--- config.mk ---
export PLATFORM = sky130hd
export DESIGN_NAME = luma_band_smoothstep_weight_core
export DESIGN_NICKNAME = d
export VERILOG_FILES = /design/src/hw/rtl/lbsw_pkg.sv /design/src/hw/rtl/lbsw_div_cell.sv /design/src/hw/rtl/lbsw_tail.sv /design/src/hw/rtl/luma_band_smoothstep_weight_core.sv
export SDC_FILE = /design/constraint.sdc
export NUM_CORES = 2
export LEC_CHECK = 0
export BUFFER_PORTS_ARGS = -buffer_cell sky130_fd_sc_hd__buf_2
export CORE_MARGIN = 1.5
export CORE_UTILIZATION = 40
export CTS_CLUSTER_DIAMETER = 200
export DETAILED_ROUTE_END_ITERATION = 6
export GPL_ROUTABILITY_DRIVEN = 1
export HOLD_SLACK_MARGIN = 0.06
export PLACE_DENSITY = 0.52
export SYNTH_ARGS = -nofsm -noshare
export SYNTH_HDL_FRONTEND = slang
export SYNTH_HIERARCHICAL = 1
export SYNTH_SLANG_ARGS = --single-unit
export TNS_END_PERCENT = 10
--- constraint.sdc ---
create_clock -name clk -period 23.6 [get_ports clk]
set_clock_uncertainty 0.15 [all_clocks]
set_input_delay 3.54 -clock clk [delete_from_list [all_inputs] [get_ports clk]]
set_output_delay 3.54 -clock clk [all_outputs]
set_load 0.02 [all_outputs]
--- src/hw/rtl/lbsw_pkg.sv ---
package lbsw_pkg;

	// unsigned q16 values, 65536 meaning one
	localparam int Q_W      = 17;
	localparam int Q_FRAC   = 16;
	localparam logic [Q_W-1:0] Q_ONE = 17'd65536;

	// edge zone is one eighth of a band of at most one
	localparam int EDGE_W   = 14;
	localparam int N_CELLS  = Q_FRAC;

	localparam int LUMA_W   = 18;
	localparam int CFG_IDX_W = 2;

	// register indexes on the configuration port
	localparam logic [CFG_IDX_W-1:0] REG_BAND_LOW  = 2'd0;
	localparam logic [CFG_IDX_W-1:0] REG_BAND_HIGH = 2'd1;
	localparam logic [CFG_IDX_W-1:0] REG_UNIFORM   = 2'd2;

	typedef enum logic [1:0] {
		KIND_ZERO  = 2'd0,
		KIND_ONE   = 2'd1,
		KIND_BLEND = 2'd2
	} kind_t;

	// one smoothstep ramp in flight: saturation flag, partial remainder, quotient bits
	typedef struct packed {
		logic              sat;
		logic [EDGE_W-1:0] rem;
		logic [Q_FRAC-1:0] quo;
	} lane_t;

	typedef struct packed {
		kind_t kind;
		lane_t rise;
		lane_t fall;
	} item_t;

endpackage

--- src/hw/rtl/lbsw_div_cell.sv ---
module lbsw_div_cell
	import lbsw_pkg::*;
(
	input  logic              clk,
	input  logic              arst_n,
	input  logic [EDGE_W-1:0] edge_len,
	input  logic              up_valid,
	input  item_t             up_item,
	output logic              up_stall,
	output logic              dn_valid,
	output item_t             dn_item,
	input  logic              dn_stall
);

	logic  v_q;
	item_t item_q;
	item_t item_d;
	logic  load;

	// one restoring quotient bit for a lane
	function automatic lane_t lane_step(lane_t l, logic [EDGE_W-1:0] d);
		logic [EDGE_W:0] r2;
		logic [EDGE_W:0] diff;
		logic            ge;
		lane_t           o;
		r2   = {l.rem, 1'b0};
		diff = r2 - {1'b0, d};
		ge   = (r2 >= {1'b0, d});
		o.sat = l.sat;
		o.rem = ge ? diff[EDGE_W-1:0] : r2[EDGE_W-1:0];
		o.quo = {l.quo[Q_FRAC-2:0], ge};
		return o;
	endfunction

	always_comb begin
		item_d.kind = up_item.kind;
		item_d.rise = lane_step(up_item.rise, edge_len);
		item_d.fall = lane_step(up_item.fall, edge_len);
	end

	assign up_stall = v_q & dn_stall;
	assign load     = ~up_stall;

	always_ff @(posedge clk or negedge arst_n) begin
		if (!arst_n) begin
			v_q <= 1'b0;
		end else if (load) begin
			v_q <= up_valid;
		end
	end

	always_ff @(posedge clk) begin
		if (load && up_valid) begin
			item_q <= item_d;
		end
	end

	assign dn_valid = v_q;
	assign dn_item  = item_q;

endmodule

--- src/hw/rtl/lbsw_tail.sv ---
module lbsw_tail
	import lbsw_pkg::*;
(
	input  logic           clk,
	input  logic           arst_n,
	input  logic           up_valid,
	input  item_t          up_item,
	output logic           up_stall,
	output logic           out_valid,
	output logic [Q_W-1:0] weight,
	input  logic           out_stall
);

	logic           v_s1, v_s2, v_s3;
	logic           stall_s1, stall_s2, stall_s3;
	kind_t          kind_s1, kind_s2;
	logic [Q_W-1:0] t2r_s1, t2f_s1;
	logic [Q_W:0]   kr_s1, kf_s1;
	logic [Q_W-1:0] rise_s2, fall_s2;
	logic [Q_W-1:0] weight_s3;

	logic [Q_W-1:0]     tr, tf;
	logic [2*Q_W-1:0]   sqr, sqf;
	logic [2*Q_W:0]     cr, cf;
	logic [Q_W-1:0]     sr, sf;
	logic [2*Q_W-1:0]   prod;
	logic [Q_W:0]       wraw;
	logic [Q_W-1:0]     wsat;
	logic [Q_W-1:0]     wsel;

	assign stall_s3 = v_s3 & out_stall;
	assign stall_s2 = v_s2 & stall_s3;
	assign stall_s1 = v_s1 & stall_s2;
	assign up_stall = stall_s1;

	// t squared and the 3 - 2t factor
	always_comb begin
		tr  = up_item.rise.sat ? Q_ONE : {1'b0, up_item.rise.quo};
		tf  = up_item.fall.sat ? Q_ONE : {1'b0, up_item.fall.quo};
		sqr = tr * tr;
		sqf = tf * tf;
	end

	// cubic term
	always_comb begin
		cr = t2r_s1 * kr_s1;
		cf = t2f_s1 * kf_s1;
		sr = cr[Q_FRAC+Q_W-1:Q_FRAC];
		sf = cf[Q_FRAC+Q_W-1:Q_FRAC];
	end

	// window product and final pick
	always_comb begin
		prod = rise_s2 * fall_s2;
		wraw = prod[2*Q_W-1:Q_FRAC];
		wsat = (wraw > {1'b0, Q_ONE}) ? Q_ONE : wraw[Q_W-1:0];
		case (kind_s2)
			KIND_ZERO:  wsel = '0;
			KIND_ONE:   wsel = Q_ONE;
			KIND_BLEND: wsel = wsat;
			default:    wsel = '0;
		endcase
	end

	always_ff @(posedge clk or negedge arst_n) begin
		if (!arst_n) begin
			v_s1 <= 1'b0;
			v_s2 <= 1'b0;
			v_s3 <= 1'b0;
		end else begin
			if (!stall_s1) v_s1 <= up_valid;
			if (!stall_s2) v_s2 <= v_s1;
			if (!stall_s3) v_s3 <= v_s2;
		end
	end

	always_ff @(posedge clk) begin
		if (!stall_s1 && up_valid) begin
			kind_s1 <= up_item.kind;
			t2r_s1  <= sqr[Q_FRAC+Q_W-1:Q_FRAC];
			t2f_s1  <= sqf[Q_FRAC+Q_W-1:Q_FRAC];
			kr_s1   <= 18'd196608 - {tr, 1'b0};
			kf_s1   <= 18'd196608 - {tf, 1'b0};
		end
		if (!stall_s2 && v_s1) begin
			kind_s2 <= kind_s1;
			rise_s2 <= sr;
			fall_s2 <= Q_ONE - sf;
		end
		if (!stall_s3 && v_s2) begin
			weight_s3 <= wsel;
		end
	end

	assign out_valid = v_s3;
	assign weight    = weight_s3;

endmodule

--- src/hw/rtl/luma_band_smoothstep_weight_core.sv ---
// luma band weight: for each luma transaction gives a q16 weight (65536 = one)
// for the tonal band [band_low, band_high]. uniform_mode forces one; otherwise
// luma is clamped to [0,1], points on or outside the band get zero, and points
// inside get rising smoothstep times falling smoothstep over edge zones of one
// eighth of the band width, or one where that eighth is zero. one transaction
// is taken every clock unless a stall backs up to the input. the pipeline has
// 16 divider cells, one quotient bit each, followed by three multiply stages
// (t squared, cubic term, window product), the last of which is the output
// register. stall ripples back through the per-stage valid bits, so empty
// stages keep filling while a result waits. configuration writes are always
// accepted and must only be issued while no transaction is in flight.
module luma_band_smoothstep_weight_core
	import lbsw_pkg::*;
(
	input  logic                    clk,
	input  logic                    arst_n,

	// configuration write channel
	input  logic                    cfg_valid,
	output logic                    cfg_ready,
	input  logic [CFG_IDX_W-1:0]    cfg_index,
	input  logic [Q_W-1:0]          cfg_data,

	// luma input channel
	input  logic                    in_valid,
	output logic                    in_stall,
	input  logic signed [LUMA_W-1:0] luma,

	// weight output channel
	output logic                    out_valid,
	input  logic                    out_stall,
	output logic [Q_W-1:0]          weight
);

	logic [Q_W-1:0] band_low_q;
	logic [Q_W-1:0] band_high_q;
	logic           uniform_mode_q;

	// front-end band decode
	logic [Q_W-1:0]    x;
	logic [Q_W-1:0]    lo, hi;
	logic [Q_W-1:0]    width;
	logic [EDGE_W-1:0] edge_len;
	logic [Q_W-1:0]    d_rise;
	logic [Q_W-1:0]    fall_start;
	logic [Q_W-1:0]    d_fall;
	item_t             front;

	// cell chain links
	item_t chain_item  [0:N_CELLS];
	logic  chain_valid [0:N_CELLS];
	logic  chain_stall [0:N_CELLS];

	// register file, writes never stall
	assign cfg_ready = 1'b1;

	always_ff @(posedge clk or negedge arst_n) begin
		if (!arst_n) begin
			band_low_q     <= '0;
			band_high_q    <= Q_ONE;
			uniform_mode_q <= 1'b0;
		end else if (cfg_valid && cfg_ready) begin
			case (cfg_index)
				REG_BAND_LOW:  band_low_q     <= cfg_data;
				REG_BAND_HIGH: band_high_q    <= cfg_data;
				REG_UNIFORM:   uniform_mode_q <= cfg_data[0];
				default: ;
			endcase
		end
	end

	always_comb begin
		// negative luma reads as zero, above one reads as one
		if (luma[LUMA_W-1]) begin
			x = '0;
		end else if (luma[Q_W-1:0] > Q_ONE) begin
			x = Q_ONE;
		end else begin
			x = luma[Q_W-1:0];
		end
		lo         = (band_low_q  > Q_ONE) ? Q_ONE : band_low_q;
		hi         = (band_high_q > Q_ONE) ? Q_ONE : band_high_q;
		width      = hi - lo;
		edge_len   = width[Q_W-1:3];
		d_rise     = x - lo;
		fall_start = hi - {3'b000, edge_len};
		d_fall     = (x > fall_start) ? (x - fall_start) : '0;

		front = '0;
		if (uniform_mode_q) begin
			front.kind = KIND_ONE;
		end else if (x <= lo || x >= hi) begin
			front.kind = KIND_ZERO;
		end else if (edge_len == '0) begin
			// band too narrow for a cross-fade
			front.kind = KIND_ONE;
		end else begin
			front.kind = KIND_BLEND;
			// past the rising zone the ramp is already at one
			if (d_rise >= {3'b000, edge_len}) begin
				front.rise.sat = 1'b1;
			end else begin
				front.rise.rem = d_rise[EDGE_W-1:0];
			end
			// x is below hi, so the falling offset stays under the edge length
			front.fall.rem = d_fall[EDGE_W-1:0];
		end
	end

	assign chain_item[0]  = front;
	assign chain_valid[0] = in_valid;
	assign in_stall       = chain_stall[0];

	// row of divider cells, each adds one quotient bit to both ramps
	for (genvar k = 0; k < N_CELLS; k++) begin : g_cell
		lbsw_div_cell u_cell (
			.clk      (clk),
			.arst_n   (arst_n),
			.edge_len (edge_len),
			.up_valid (chain_valid[k]),
			.up_item  (chain_item[k]),
			.up_stall (chain_stall[k]),
			.dn_valid (chain_valid[k+1]),
			.dn_item  (chain_item[k+1]),
			.dn_stall (chain_stall[k+1])
		);
	end

	lbsw_tail u_tail (
		.clk       (clk),
		.arst_n    (arst_n),
		.up_valid  (chain_valid[N_CELLS]),
		.up_item   (chain_item[N_CELLS]),
		.up_stall  (chain_stall[N_CELLS]),
		.out_valid (out_valid),
		.weight    (weight),
		.out_stall (out_stall)
	);

	// weight never exceeds one
	a_weight_range: assert property (@(posedge clk) disable iff (!arst_n)
		out_valid |-> (weight <= Q_ONE))
		else $error("weight above one");

	// input can only back up when the whole chain is full and the output is held
	a_stall_source: assert property (@(posedge clk) disable iff (!arst_n)
		in_stall |-> (out_valid && out_stall))
		else $error("input stalled without output backpressure");

	// a full chain stays full while the output remains stalled
	a_stall_hold: assert property (@(posedge clk) disable iff (!arst_n)
		($past(in_stall) && out_stall) |-> in_stall)
		else $error("full chain lost an entry under stall");

endmodule

==> run metrics <==
post-CTS setup buffer count 0; FF-to-FF setup slack 12.01 ns; FMAX roughly 84 MHz; Die X 513 um; Ports 62; worst hold path class reg2reg; DP Area about 0.11 sq mm; hold path cells 0; initial antenna violation count 10; Final period util between 50% and 60%; Resized cells post-CTS 0; DRT iter0 DRCs roughly 4,400; Syn-to-layout area delta 7.98%; row cnt 187; CP Capture Type primary output; GRT Total Usage between 20% and 30%; fin crit period ~12 ns; Cell Area, Synth roughly 0.10 sq mm; final core occ a little over two fifths; Post-Place Cells roughly 14,000; largest net degree at the start of global routing 71; final setup fails 0; worst-case reg-to-reg path depth 33; DR pass1 iterations 5; die area roughly 0.26 sq mm; Critical Path Fanout Max 4; TNS Setup 0 ns; global route total overflow 0; IO buf count 60; Final Cell Area 0.112 sq mm; DR WL/cell a little under 20 um; vias per cell ~5.3; global-route wire length before repair between 400,000 and 500,000 um; Hold Path End g_cell[15].u_cell/dn_item[62]; max_cap viols 0; Worst setup SP type primary input; Clock transition at path regs ~0.060 ns; Critical Path AT ~8 ns; clk_lat worst skew 0.75 ns; CTS Hold Bufs 0; Syn Inst Count between 10,000 and 15,000; CTS tree done; Post-Route WL ~270,000 um; final hold vios 0; # nets final 12,500; Sink Count between 900 and 1,000; Pins Over Slew Limit 0; worst setup path class in2out; initial cell density of the core ~40%; Slew HR about a fifth; core area around 0.26 sq mm; synth warn 6; worst r2r dst g_cell[0].u_cell/dn_item[26]; routability cong. between 0.8 and 0.9; worst r2r src band_high_q[2]; RSZ-0062 raised after global routing false; slew at the pin with the worst max-slew slack roughly 1.2 ns; Filler cells 24,800; non-filler cells, final around 14,000; status completed; CP Data Required Time between 15 and 20 ns; htree depth 3; min-delay src g_cell[14].u_cell/dn_item[62]; number of global-route vias before repair about 77,000; share of cells above drive strength 1 between 9 and 10%; Post-DP HPWL ~210,000 um; Die H roughly 510 um; Avg Inst Size Synth 10.1 sq um; vias 73,400; DRT antenna net count 0; Clock Path Buffers 3; Root Buffer clkbuf_16; TritonCTS Buffers 114; drt drc 0
[flip-flops by register name, summed over array words and instances (netlist names), 16 cells and up]
signal	count
u_tail/t2f_s1	17
u_tail/rise_s2	17
g_cell.u_cell/dn_valid	16
g_cell.u_cell/dn_item	756
u_tail/kf_s1	17
u_tail/fall_s2	17
u_tail/weight	17
band_high_q	17
u_tail/kr_s1	17
u_tail/t2r_s1	17
band_low_q	17
[layout by cell type, fill, tap and decap left out, drive strengths merged, types with 24 or more instances in the layout]
cell type / instances
nor2: 508
a21boi: 39
o31ai: 56
or2: 66
clkinv: 28
and2: 483
o211ai: 51
fa: 1077
a31oi: 66
buf: 134
nor3: 184
inv: 1716
edfxtp: 879
nor4: 24
o21bai: 49
o2111ai: 49
dfrtp: 53
nand3: 129
a211oi: 69
mux2: 397
ha: 1023
nand4: 96
nor2b: 111
or3: 73
xnor2: 289
nand2b: 72
o311ai: 39
a21o: 103
o21a: 119
o21ai: 375
xor2: 145
nand2: 1021
clkbuf: 134
conb: 50
a21oi: 371
[final cells by class]
cell class / instances / area [sq um] / share of cell area [%]
tap: 3402 / 4260 / 3.79
antenna: 3 / 7.51 / 0.00668
clock inverter: 84 / 1180 / 1.05
multi-input combinational: 7455 / 69000 / 61.3
clock buffer: 134 / 3020 / 2.68
sequential: 933 / 27700 / 24.7
inverter: 1704 / 6400 / 5.69
timing repair buffer: 134 / 858 / 0.763
[routing by layer]
layer	part of all wire (%)	GRT usage (%)
met2	49	35.9
met4	2.4	5.16
met5	0.0074	0
met1	45	27.5
met3	3.8	2.02
[worst max path at each step]
stage / slack, ns / to / from / cells past startpoint
final: 11.69 / in_stall / out_stall / 20
after detailed placement: 11.73 / g_cell[0].u_cell/dn_item[49] / luma[3] / 33
after global placement: 11.59 / g_cell[0].u_cell/dn_item[49] / luma[3] / 33
after floorplan: 12.59 / g_cell[0].u_cell/dn_item[22] / band_high_q[16] / 43
after global routing: 11.24 / g_cell[0].u_cell/dn_item[21] / band_high_q[4] / 33
after CTS: 11.67 / in_stall / out_stall / 20
[critical path, stage by stage]
cell	delay (ns)
buf_2	0.12
nand4_1	0.36
inv_1	0.12
and2_1	0.20
and2_1	0.22
and2_1	0.22
and2_1	0.22
and2_1	0.22
and2_1	0.22
and2_1	0.34
and2_1	0.27
and2_1	0.22
and2_1	0.22
and2_1	0.22
and2_1	0.22
and2_1	0.22
and2_1	0.36
and2_1	0.26
and2_1	0.23
buf_2	0.19
[stage by stage]
step	setup slack, ns	hold WS, ns
floorplan	12.59	0.250
global placement	11.59	0.251
detailed placement	11.73	0.255
CTS	11.67	0.254
global route	11.24	0.269
finish	11.69	0.259
Power is left out: the tool's default activity adds up to more than one toggle a clock period on the data nets, which glitch-free logic cannot reach.
